--- src/hw/rtl/linear_probe_hash_table_assert.svh ---
// Assertion macros for the linear probe hash table.
// They use the clk and rst_n names of the module that includes them.
`ifndef LINEAR_PROBE_HASH_TABLE_ASSERT_SVH
`define LINEAR_PROBE_HASH_TABLE_ASSERT_SVH

// The condition c holds in the same cycle as a.
`define LPHT_ASSERT_SAME(lbl, a, c, msg) \
  lbl: assert property (@(posedge clk) disable iff (!rst_n) (a) |-> (c)) else $error(msg);

// The condition c holds in the cycle after a.
`define LPHT_ASSERT_NEXT(lbl, a, c, msg) \
  lbl: assert property (@(posedge clk) disable iff (!rst_n) (a) |=> (c)) else $error(msg);

`endif

--- src/hw/rtl/lpht_pkg.sv ---
// Shared types, constants and helpers for the linear probe hash table.
// No dependencies; every RTL module refers to it by scoped names.
`default_nettype none

package lpht_pkg;

  localparam int MAX_SLOTS     = 16;
  localparam int KEY_BITS      = 15;
  localparam int SLOT_BITS     = $clog2(MAX_SLOTS);
  localparam int LIVE_BITS     = SLOT_BITS + 1;
  localparam int KCNT_BITS     = $clog2(KEY_BITS);
  localparam int CFG_SIZE_BITS = 5;
  localparam int CFG_ADDR_BITS = 3;
  localparam int CFG_DATA_BITS = 32;

  localparam logic [CFG_SIZE_BITS-1:0] TABLE_SIZE_RESET = CFG_SIZE_BITS'(12);
  localparam logic                     REG_TABLE_SIZE   = 1'b0;

  localparam logic MODE_INSERT = 1'b0;
  localparam logic MODE_SEARCH = 1'b1;

  typedef enum logic [1:0] {
    STAT_INSERTED = 2'd0,
    STAT_FULL     = 2'd1,
    STAT_FOUND    = 2'd2,
    STAT_MISSING  = 2'd3
  } status_t;

  typedef enum logic [1:0] {
    S_IDLE,
    S_HASH,
    S_PROBE
  } state_t;

  typedef struct packed {
    logic                 start;
    logic [KEY_BITS-1:0]  key;
    logic [LIVE_BITS-1:0] size;
  } mod_req_t;

  typedef struct packed {
    logic                 done;
    logic [SLOT_BITS-1:0] rem;
  } mod_rsp_t;

  // Number of slots that take part in probing: zero acts as one, and the
  // value saturates at the number of physical slots.
  function automatic logic [LIVE_BITS-1:0] live_size(input logic [CFG_SIZE_BITS-1:0] size);
    int s;
    s = int'(size);
    if (s == 0) begin
      s = 1;
    end else if (s > MAX_SLOTS) begin
      s = MAX_SLOTS;
    end
    return LIVE_BITS'(s);
  endfunction

endpackage

`default_nettype wire

--- src/hw/rtl/linear_probe_hash_table.sv ---
// Top level of the linear probe hash table: APB register, command FSM, probing.
// Depends on lpht_pkg, lpht_mod, lpht_table and linear_probe_hash_table_assert.svh.
//
//   Channel   Handshake                       Payload
//   ------    ------------------------------  ------------------------------
//   input     start & !busy                   in_mode, in_key
//   result    out_valid (one-cycle strobe)    out_status, out_slot_address
//   config    psel & penable & pwrite         paddr, pwdata (prdata on read)
//
// An item first gets its remainder in lpht_mod (one key bit a cycle, then
// done), then probes one slot a cycle, 1 to live_size(table_size) slots, and
// ends with the registered result beat.
// busy stays high until the result beat is produced.
// rst_n is synchronous; it empties every slot and sets table_size to 12.
// The result beat cannot be stalled; a new start is taken in its cycle.
`default_nettype none

module linear_probe_hash_table (
  input  wire logic                               clk,
  input  wire logic                               rst_n,
  // Input channel
  input  wire logic                               start,
  output logic                                    busy,
  input  wire logic                               in_mode,
  input  wire logic [lpht_pkg::KEY_BITS-1:0]      in_key,
  // Result channel
  output logic                                    out_valid,
  output logic [1:0]                              out_status,
  output logic [lpht_pkg::SLOT_BITS-1:0]          out_slot_address,
  // Configuration port
  input  wire logic                               psel,
  input  wire logic                               penable,
  input  wire logic                               pwrite,
  input  wire logic [lpht_pkg::CFG_ADDR_BITS-1:0] paddr,
  input  wire logic [lpht_pkg::CFG_DATA_BITS-1:0] pwdata,
  output logic [lpht_pkg::CFG_DATA_BITS-1:0]      prdata,
  output logic                                    pready
);

  lpht_pkg::state_t state_r, state_nxt;

  logic [lpht_pkg::CFG_SIZE_BITS-1:0] table_size_r;

  logic                           mode_r;
  logic [lpht_pkg::KEY_BITS-1:0]  key_r;
  logic [lpht_pkg::LIVE_BITS-1:0] live_r;
  logic [lpht_pkg::SLOT_BITS-1:0] slot_r;
  logic [lpht_pkg::SLOT_BITS-1:0] cnt_r;

  logic                           out_valid_r;
  lpht_pkg::status_t              out_status_r;
  logic [lpht_pkg::SLOT_BITS-1:0] out_slot_r;

  lpht_pkg::mod_req_t mod_req;
  lpht_pkg::mod_rsp_t mod_rsp;

  logic                           rd_valid;
  logic [lpht_pkg::KEY_BITS-1:0]  rd_key;
  logic                           wr_en;
  logic                           accept;
  logic                           last_probe;
  logic                           finish;
  lpht_pkg::status_t              res_status;
  logic [lpht_pkg::SLOT_BITS-1:0] res_slot;
  logic [lpht_pkg::SLOT_BITS-1:0] slot_inc;
  logic                           cfg_wr;

  // ---------------------------------------------------------------------
  // Configuration register
  // ---------------------------------------------------------------------
  assign pready = 1'b1;
  assign cfg_wr = psel && penable && pwrite && pready &&
                  (paddr[2] == lpht_pkg::REG_TABLE_SIZE);

  always_ff @(posedge clk) begin
    if (!rst_n) begin
      table_size_r <= lpht_pkg::TABLE_SIZE_RESET;
    end else if (cfg_wr) begin
      table_size_r <= pwdata[lpht_pkg::CFG_SIZE_BITS-1:0];
    end
  end

  always_comb begin
    if (paddr[2] == lpht_pkg::REG_TABLE_SIZE) begin
      prdata = lpht_pkg::CFG_DATA_BITS'(table_size_r);
    end else begin
      prdata = '0;
    end
  end

  // ---------------------------------------------------------------------
  // Sub-units
  // ---------------------------------------------------------------------
  lpht_mod u_mod (
    .clk   (clk),
    .rst_n (rst_n),
    .req   (mod_req),
    .rsp   (mod_rsp)
  );

  lpht_table u_table (
    .clk      (clk),
    .rst_n    (rst_n),
    .wr_en    (wr_en),
    .wr_slot  (slot_r),
    .wr_key   (key_r),
    .rd_slot  (slot_r),
    .rd_valid (rd_valid),
    .rd_key   (rd_key)
  );

  // ---------------------------------------------------------------------
  // Probe datapath
  // ---------------------------------------------------------------------
  assign busy       = (state_r != lpht_pkg::S_IDLE);
  assign accept     = start && !busy;
  assign last_probe = ({1'b0, cnt_r} == (live_r - lpht_pkg::LIVE_BITS'(1)));

  always_comb begin
    if (({1'b0, slot_r} + lpht_pkg::LIVE_BITS'(1)) == live_r) begin
      slot_inc = '0;
    end else begin
      slot_inc = slot_r + 1'b1;
    end
  end

  // ---------------------------------------------------------------------
  // Sequencer: next state
  // ---------------------------------------------------------------------
  always_comb begin
    state_nxt = state_r;
    case (state_r)
      lpht_pkg::S_IDLE: begin
        if (accept) begin
          state_nxt = lpht_pkg::S_HASH;
        end
      end
      lpht_pkg::S_HASH: begin
        if (mod_rsp.done) begin
          state_nxt = lpht_pkg::S_PROBE;
        end
      end
      lpht_pkg::S_PROBE: begin
        if (finish) begin
          state_nxt = lpht_pkg::S_IDLE;
        end
      end
      default: begin
        state_nxt = lpht_pkg::S_IDLE;
      end
    endcase
  end

  // ---------------------------------------------------------------------
  // Sequencer: outputs
  // ---------------------------------------------------------------------
  always_comb begin
    mod_req.start = 1'b0;
    mod_req.key   = in_key;
    mod_req.size  = lpht_pkg::live_size(table_size_r);
    wr_en         = 1'b0;
    finish        = 1'b0;
    res_status    = lpht_pkg::STAT_MISSING;
    res_slot      = '0;
    case (state_r)
      lpht_pkg::S_IDLE: begin
        mod_req.start = accept;
      end
      lpht_pkg::S_HASH: begin
        mod_req.start = 1'b0;
      end
      lpht_pkg::S_PROBE: begin
        if (mode_r == lpht_pkg::MODE_INSERT) begin
          if (!rd_valid) begin
            wr_en      = 1'b1;
            finish     = 1'b1;
            res_status = lpht_pkg::STAT_INSERTED;
            res_slot   = slot_r;
          end else if (last_probe) begin
            finish     = 1'b1;
            res_status = lpht_pkg::STAT_FULL;
          end
        end else begin
          // A search stops at an empty slot, a match, or after one full lap.
          if (rd_valid && (rd_key == key_r)) begin
            finish     = 1'b1;
            res_status = lpht_pkg::STAT_FOUND;
            res_slot   = slot_r;
          end else if (!rd_valid || last_probe) begin
            finish     = 1'b1;
            res_status = lpht_pkg::STAT_MISSING;
          end
        end
      end
      default: begin
        finish = 1'b0;
      end
    endcase
  end

  // ---------------------------------------------------------------------
  // Registers
  // ---------------------------------------------------------------------
  always_ff @(posedge clk) begin
    if (!rst_n) begin
      state_r     <= lpht_pkg::S_IDLE;
      out_valid_r <= 1'b0;
    end else begin
      state_r     <= state_nxt;
      out_valid_r <= finish;
    end
  end

  always_ff @(posedge clk) begin
    if (accept) begin
      mode_r <= in_mode;
      key_r  <= in_key;
      live_r <= mod_req.size;
    end
    if ((state_r == lpht_pkg::S_HASH) && mod_rsp.done) begin
      slot_r <= mod_rsp.rem;
      cnt_r  <= '0;
    end else if (state_r == lpht_pkg::S_PROBE) begin
      slot_r <= slot_inc;
      cnt_r  <= cnt_r + 1'b1;
    end
    if (finish) begin
      out_status_r <= res_status;
      out_slot_r   <= res_slot;
    end
  end

  assign out_valid        = out_valid_r;
  assign out_status       = out_status_r;
  assign out_slot_address = out_slot_r;

  // ---------------------------------------------------------------------
  // Assertions
  // ---------------------------------------------------------------------
`include "linear_probe_hash_table_assert.svh"

  `LPHT_ASSERT_NEXT(a_accept_busy, accept, busy, "accepted item did not raise busy")
  `LPHT_ASSERT_NEXT(a_one_beat, out_valid, !out_valid, "result beat lasted over one cycle")
  `LPHT_ASSERT_SAME(a_beat_from_probe, out_valid, $past(state_r == lpht_pkg::S_PROBE), "result beat without a probe")
  `LPHT_ASSERT_SAME(a_mod_in_hash, mod_rsp.done, state_r == lpht_pkg::S_HASH, "remainder finished outside the hash phase")

endmodule

`default_nettype wire

--- src/hw/rtl/lpht_mod.sv ---
// Iterative remainder unit: key mod size, one key bit per cycle.
// Depends on lpht_pkg for widths and the request and response structs.
`default_nettype none

module lpht_mod (
  input  wire logic              clk,
  input  wire logic              rst_n,
  input  wire lpht_pkg::mod_req_t req,
  output lpht_pkg::mod_rsp_t     rsp
);

  logic                           busy_r;
  logic                           done_r;
  logic [lpht_pkg::KCNT_BITS-1:0] cnt_r;
  logic [lpht_pkg::KEY_BITS-1:0]  sh_r;
  logic [lpht_pkg::SLOT_BITS-1:0] rem_r;
  logic [lpht_pkg::LIVE_BITS-1:0] div_r;

  logic [lpht_pkg::LIVE_BITS-1:0] trial;
  logic [lpht_pkg::SLOT_BITS-1:0] rem_nxt;

  // Restoring step: the partial remainder stays below the divisor, so
  // doubling it and adding one key bit fits one bit more than a slot index.
  assign trial = {rem_r, sh_r[lpht_pkg::KEY_BITS-1]};

  always_comb begin
    if (trial >= div_r) begin
      rem_nxt = lpht_pkg::SLOT_BITS'(trial - div_r);
    end else begin
      rem_nxt = lpht_pkg::SLOT_BITS'(trial);
    end
  end

  always_ff @(posedge clk) begin
    if (!rst_n) begin
      busy_r <= 1'b0;
      done_r <= 1'b0;
    end else begin
      done_r <= 1'b0;
      if (req.start) begin
        busy_r <= 1'b1;
      end else if (busy_r && (cnt_r == '0)) begin
        busy_r <= 1'b0;
        done_r <= 1'b1;
      end
    end
  end

  always_ff @(posedge clk) begin
    if (req.start) begin
      sh_r  <= req.key;
      div_r <= req.size;
      rem_r <= '0;
      cnt_r <= lpht_pkg::KCNT_BITS'(lpht_pkg::KEY_BITS - 1);
    end else if (busy_r) begin
      sh_r  <= {sh_r[lpht_pkg::KEY_BITS-2:0], 1'b0};
      rem_r <= rem_nxt;
      cnt_r <= cnt_r - 1'b1;
    end
  end

  assign rsp.done = done_r;
  assign rsp.rem  = rem_r;

endmodule

`default_nettype wire

--- src/hw/rtl/lpht_table.sv ---
// Slot storage: stored keys and the valid bits that mark occupied slots.
// Depends on lpht_pkg for the slot count and key width.
`default_nettype none

module lpht_table (
  input  wire logic                           clk,
  input  wire logic                           rst_n,
  input  wire logic                           wr_en,
  input  wire logic [lpht_pkg::SLOT_BITS-1:0] wr_slot,
  input  wire logic [lpht_pkg::KEY_BITS-1:0]  wr_key,
  input  wire logic [lpht_pkg::SLOT_BITS-1:0] rd_slot,
  output logic                                rd_valid,
  output logic [lpht_pkg::KEY_BITS-1:0]       rd_key
);

  logic [lpht_pkg::MAX_SLOTS-1:0] valid_r;
  logic [lpht_pkg::KEY_BITS-1:0]  keys_r [lpht_pkg::MAX_SLOTS];

  always_ff @(posedge clk) begin
    if (!rst_n) begin
      valid_r <= '0;
    end else if (wr_en) begin
      valid_r[wr_slot] <= 1'b1;
    end
  end

  // Key words carry no reset; a slot is only compared once its valid bit is set.
  always_ff @(posedge clk) begin
    if (wr_en) begin
      keys_r[wr_slot] <= wr_key;
    end
  end

  assign rd_valid = valid_r[rd_slot];
  assign rd_key   = keys_r[rd_slot];

endmodule

`default_nettype wire
--- config.mk ---
export PLATFORM = sky130hd
export DESIGN_NAME = linear_probe_hash_table
export DESIGN_NICKNAME = d
export VERILOG_FILES = /design/src/hw/rtl/lpht_pkg.sv /design/src/hw/rtl/linear_probe_hash_table.sv /design/src/hw/rtl/lpht_mod.sv /design/src/hw/rtl/lpht_table.sv
export VERILOG_INCLUDE_DIRS = /design/src /design/src/hw/rtl
export SDC_FILE = /design/constraint.sdc
export NUM_CORES = 1
export LEC_CHECK = 0
export BUFFER_PORTS_ARGS = -buffer_cell sky130_fd_sc_hd__buf_2
export CORE_MARGIN = 3
export CORE_UTILIZATION = 45
export CTS_BUF_LIST = sky130_fd_sc_hd__clkbuf_16
export DETAILED_ROUTE_END_ITERATION = 8
export PLACE_DENSITY = 0.64
export SLEW_MARGIN = 30
export SYNTH_ARGS = -nofsm -noshare
export SYNTH_HDL_FRONTEND = slang
export SYNTH_HIERARCHICAL = 1
export SYNTH_SLANG_ARGS = --single-unit
--- constraint.sdc ---
create_clock -name clk -period 4.7 [get_ports clk]
set_input_delay 0.705 -clock clk [delete_from_list [all_inputs] [get_ports clk]]
set_output_delay 0.705 -clock clk [all_outputs]
set_load 0.02 [all_outputs]
==> results of run 1 <==
report_power, final:
part | internal, mW | switching, mW | leakage (nW)
Sequential | 3.22 | 0.0554 | 2.95
Combinational | 0.0663 | 0.0980 | 1.70
Clock | 1.30 | 1.01 | 0.506
Total | 4.59 | 1.17 | 5.16
area by class of cell:
type                       instances  area share (%)
clock buffer                      31            5.18
clock inverter                    26            1.17
inverter                          14           0.351
multi-input combinational        363            23.7
sequential                       329            63.5
tap                              384            3.21
timing repair buffer              67            2.94
state kept, by name, summed over array words and instances (netlist names), 5 cells and up:
signal and flops:
u_mod/sh_r 15, key_r 15, table_size_r 5, u_table/valid_r 16, u_mod/div_r 5, live_r 5
u_table/keys_r 240
per-layer routing:
layer	up-vias	global-route usage, %	share of wire [%]	wire length [microns]
met5	-	0	0	0
met4	0	4.19	1.8	459
met3	35	2.43	4.9	1260
met2	184	29.6	53	13500
met1	3481	21.6	41	10400
li1	2993	-	-	-
cell usage after synthesis (5+ instances only):
cell type | instances | area [sq um]
dfxtp_1 | 38 | 761
nor2b_1 | 18 | 113
buf_4 | 33 | 248
clkbuf_1 | 12 | 45.0
nand3_1 | 5 | 25.0
o21ai_0 | 6 | 30.0
nor3_1 | 7 | 35.0
mux2i_1 | 7 | 70.1
o21a_1 | 17 | 128
nand2b_1 | 7 | 43.8
inv_1 | 14 | 52.6
and2_1 | 7 | 43.8
nor2_1 | 27 | 101
mux4_1 | 14 | 368
mux4_2 | 49 | 1100
edfxtp_1 | 291 | 8740
buf_2 | 8 | 40.0
xnor2_1 | 9 | 78.8
ha_1 | 10 | 125
mux2_2 | 14 | 158
nand2_1 | 33 | 124
xor2_1 | 24 | 210
a22oi_1 | 32 | 240
final timing paths:
kind                            from                   to  cells after the start
hold reg to reg   u_table/valid_r[2]   u_table/valid_r[2]                      1
setup reg to reg           slot_r[0]  out_slot_address[3]                      8
hold / removal               in_mode               mode_r                      1
setup / recovery           slot_r[0]  out_slot_address[3]                      8
logic make-up (layout without fill, tap and decap cells):
logic type                 Yosys count  count (layout)  synth area share, %
and+or+nand+nor                    126             126                 4.84
other                                2              28               0.0562
xor gates and xnor gates            33              33                 2.16
AOI/OAI and AO/OA                   80              80                 4.54
DFF                                329             329                 71.1
muxes                               85              85                 12.9
adders and majority gates           11              11                 1.09
buffers and inverters               72             138                 3.26
worst reg2reg max path, cell delays in order (launching register included):
cell and delay [ns]:
edfxtp_1 0.56, buf_12 0.34, mux4_2 0.60, a22oi_1 0.34, nand2_1 0.16, xor2_1 0.17, nor4_1 0.52, nand4_1 0.41
a21oi_2 0.48
stage by stage:
step | hold slack (ns) | cells | util [%] | power [mW]
after detailed placement | 0.454 | 1157 | 48.3 | 3.51
after floorplan | 0.432 | 764 | - | 3.46
final | 0.321 | 1214 | 51.6 | 5.76
after global routing | 0.306 | 1214 | 51.6 | 5.96
after CTS | 0.301 | 1214 | 51.6 | 5.81
after global placement | 0.441 | 1157 | 48.3 | 3.49
==> flow_summary.yaml, run 1 <==
run_status:
  outcome: "finished, final reports clean"
global_routing:
  antenna_found_initial: 0
  grt_pass1_wl_microns: 40400
  grt_max_degree: 70
  grt_use_total_pct: 16.6
  grt_pass1_vias: 7140
  grt_overflow_total: 0
cells_and_area:
  multi_input_area_sq_um: 3550
  layout-drive-gt1-share_pct: 22.5
  nets: 874
  mostFrequentLayoutCell: "edfxtp_1"
  fillCellCount: 2333
  stdcell_area_sq_um: 15000
  antenna_cells: 0
  syn2layout_area_growth_pct: 12.1
  layout_common_cells: "edfxtp_1, mux4_2, buf_2, dfxtp_1, nand2_1"
  regArea_sq_um: 9500
timing:
  period_share_pct: 83.6
  fin_crit_ns: 3.93
  hold_viol_final: 0
  fmax_mhz: 254
  fin_ws_ns: 0.771
  rsz0062_at_grt: "false"
  setup_viol_count_final: 0
  maxSlewViolCount: 0
  slew_headroom_pct: 52.7
  finClkSkew_ns: 0.0163
  tightestPinTransition_ns: 0.706
  tns_ns: 0
yosys:
  synth_sequential_area_ratio_pct: 71.1
  synth.avg_cell_area_sq_um: 18.1
  synthFlopType: "edfxtp_1"
  syn_inst: 738
  async_flop_share_pct: 0
  synth_area_sq_um: 13400
  synth_edf_count: 291
  synth-seq-cells: 329
  ys_warn_count: 6
  yosysUniqueCellTypes: 59
place:
  dp_hpwl_microns: 16200
  place_area_sq_um: 14000
  gp_congestion: 0.832
  place_ws_ns: 0.851
  io_buffers: 40
worst_setup_path:
  crit_required_ns: 4.91
  crit_path_top_delay_cell: "edfxtp_1"
  path_buf_inv: 1
  crit_path_end_kind: "register"
  cpPeakStageDelay_ns: 0.56
  path_delay_family: "simple AND/OR/NAND/NOR gates"
  critPathKind: "register to register"
  timing.reg2reg.setup_slack_ns: 0.77
  crit_chain: "buf_12, mux4_2, a22oi_1, nand2_1, xor2_1, nor4_1, nand4_1, a21oi_2"
  cp-start-kind: "register"
  worstPathArrival_ns: 4.14
  path_max_fanout: 43
floorplanning:
  die-area_sq_um: 31800
  fp-row-count: 62
  dieWidth_microns: 178
  ioPinCount: 98
  die_h_microns: 178
  core_sq_um: 29000
  initial_core_util_pct: 46.0
clock_tree:
  cts_made_buffers: 31
  hold_buffers: 0
  clk_latency_ns: 0.57
  htree_num_levels: 1
  tritoncts: "built"
  cts_buffer_depth: 3
  clk_pin_slew_ns: 0.06
  root_buffer: "clkbuf_16"
  post_cts_buffers: 0
  ctsResizeCount: 0
  cts.sink_count: 329
route:
  dr.pass1.iters: 4
  drc_errors: 0
  postRouteAntennaNets: 0
  drt_iter0_markers: 434
  routedWlPerCell_microns: 21.1
  dr_total_vias: 6693
  viasPerCell: 5.51
  routed_wl_microns: 25600
worst_hold_path:
  min_path_type: "input pin to register"
flow_run:
  drv_cap: 0
power:
  vdd_drop_max_mv: 0.289
  power.leakage_nw: 5.16
  p_per_area_nw_per_um2: 385
Note: power is estimated with default switching activity, not from simulation.
==> inputs of run 2 (changes only) <==
--- a/config.mk
+++ b/config.mk
@@ -11,7 +11,7 @@
 export CORE_UTILIZATION = 45
 export CTS_BUF_LIST = sky130_fd_sc_hd__clkbuf_16
 export DETAILED_ROUTE_END_ITERATION = 8
-export PLACE_DENSITY = 0.64
+export PLACE_DENSITY = 0.67
 export SLEW_MARGIN = 30
 export SYNTH_ARGS = -nofsm -noshare
 export SYNTH_HDL_FRONTEND = slang
==> constraint.sdc (replaced) <==
create_clock -name clk -period 3.2 [get_ports clk]
set_input_delay 0.48 -clock clk [delete_from_list [all_inputs] [get_ports clk]]
set_output_delay 0.48 -clock clk [all_outputs]
set_load 0.02 [all_outputs]
==> run 2 against run 1 <==
  * Combinational power is 46% higher
  * Wire length increased by 4.7%
  * Critical path depth grew 6
==> flow_summary.yaml, run 2 (synthesized netlist as in run 1, its figures left out) <==
global_routing:
  antenna_found_initial: 0
  grt_pass1_wl_microns: 40500
  grt_pass1_vias: 6997
  grt_use_total_pct: 17.1
  grt_overflow_total: 0
  grt_max_degree: 33
place:
  place_area_sq_um: 14500
  place_ws_ns: 0.0194
  gp_congestion: 0.770
  io_buffers: 40
  dp_hpwl_microns: 17200
timing:
  period_share_pct: 97.5
  hold_viol_final: 0
  tightestPinTransition_ns: 0.759
  tns_ns: 0
  maxSlewViolCount: 0
  setup_viol_count_final: 0
  fin_ws_ns: 0.0794
  slew_headroom_pct: 48.8
  fmax_mhz: 320
  fin_crit_ns: 3.12
  finClkSkew_ns: 0.0147
route:
  dr.pass1.iters: 5
  postRouteAntennaNets: 0
  drt_iter0_markers: 512
  drc_errors: 0
  dr_total_vias: 6860
  routed_wl_microns: 26800
  routedWlPerCell_microns: 21.1
  viasPerCell: 5.41
clock_tree:
  tritoncts: "built"
  cts.sink_count: 329
  cts_buffer_depth: 3
  htree_num_levels: 2
  clk_pin_slew_ns: 0.06
  clk_latency_ns: 0.50
  cts_made_buffers: 34
  root_buffer: "clkbuf_16"
floorplanning:
  fp-row-count: 62
  core_sq_um: 29000
  dieWidth_microns: 178
  ioPinCount: 98
  initial_core_util_pct: 46.0
  die_h_microns: 178
  die-area_sq_um: 31800
cells_and_area:
  nets: 928
  mostFrequentLayoutCell: "edfxtp_1"
  layout-drive-gt1-share_pct: 30.6
  layout_common_cells: "edfxtp_1, mux4_2, buf_4, buf_2"
  final_core_util_pct: 54.5
  antenna_cells: 0
  syn2layout_area_growth_pct: 18.5
  top_register: "u_table/keys_r"
  stdcell_area_sq_um: 15800
  largest_register_ffs: 240
  largestRegisters: "u_table/keys_r (240), u_table/valid_r (16)"
power:
  vdd_drop_max_mv: 0.384
  power.leakage_nw: 5.54
  p_per_area_nw_per_um2: 560
flow_run:
  drv_cap: 0
worst_hold_path:
  min_path_type: "input pin to register"
worst_setup_path:
  crit_required_ns: 3.41
  crit_path_end_kind: "register"
  critPathKind: "register to register"
  cp-start-kind: "register"
  path_max_fanout: 7
  worstPathArrival_ns: 3.33
run_status:
  outcome: "finished, final reports clean"
-- run 2: cell types whose count changed in the layout (fill, tap and decap cells not counted), moves of 6 or more --
cell	previous run	this run
buf_4	24	52
nor2_1	26	16
buf_12	3	14
a22oi_1	32	20
buf_6	0	10
a22oi_2	0	12
mux4_2	49	55
nor2_2	0	7
clkbuf_16	31	38
mux4_1	14	8
-- run 2: final timing paths --
check | from | to | slack (ns) | cells after the start
worst max-delay path | slot_r[0] | out_slot_address[3] | 0.08 | 14
worst min-delay path | in_mode | mode_r | 0.16 | 1
worst min register to register | u_table/valid_r[5] | u_table/valid_r[5] | 0.46 | 1
worst max register to register | slot_r[0] | out_slot_address[3] | 0.08 | 14
-- run 2: metrics by stage --
stage	hold slack, ns	power [mW]	std cells
after floorplan	0.435	5.08	764
after global placement	0.442	5.14	1201
after detailed placement	0.453	5.15	1201
after CTS	0.142	8.95	1262
after global routing	0.141	9.16	1269
final	0.161	8.85	1269
-- run 2: routing by layer --
metal	vias up	GRT usage, %	share of wire [%]
li1	3105	-	-
met1	3521	23.0	43
met4	0	4.19	1.6
met2	199	29.3	50
met5	-	0	0
met3	35	2.87	5.3
-- run 2: critical path, stage by stage (launching register included) --
cell and delay (ns):
edfxtp_1 0.44, buf_6 0.15, buf_4 0.14, clkbuf_16 0.16
buf_4 0.16, mux4_2 0.45, a22oi_2 0.17, nand2_1 0.09
xor2_1 0.16, nor4_2 0.19, buf_4 0.16, nand4_1 0.11
buf_6 0.16, a21oi_2 0.13, buf_6 0.14
-- run 2: repair_timing --
action	CTS	global route
resized for setup	3	37
endpoints found under the hold margin	0	0
pin swaps	1	16
gates cloned	0	1
buffers inserted	0	7
setup endpoints to repair	11	164
hold buffers	0	0
-- run 2: cell type report --
type | count | area, sq um
clock buffer | 37 | 926
timing repair buffer | 118 | 1020
sequential | 329 | 9500
tap | 384 | 480
multi-input combinational | 363 | 3670
fill | 2308 | 13200
inverter | 14 | 52.6
clock inverter | 24 | 171
-- run 2: where the power goes --
part	total, mW	switching [mW]	internal, mW
clock network	3.79	1.49	2.31
logic	0.240	0.141	0.0991
registers	4.82	0.0829	4.74
total	8.85	1.71	7.14
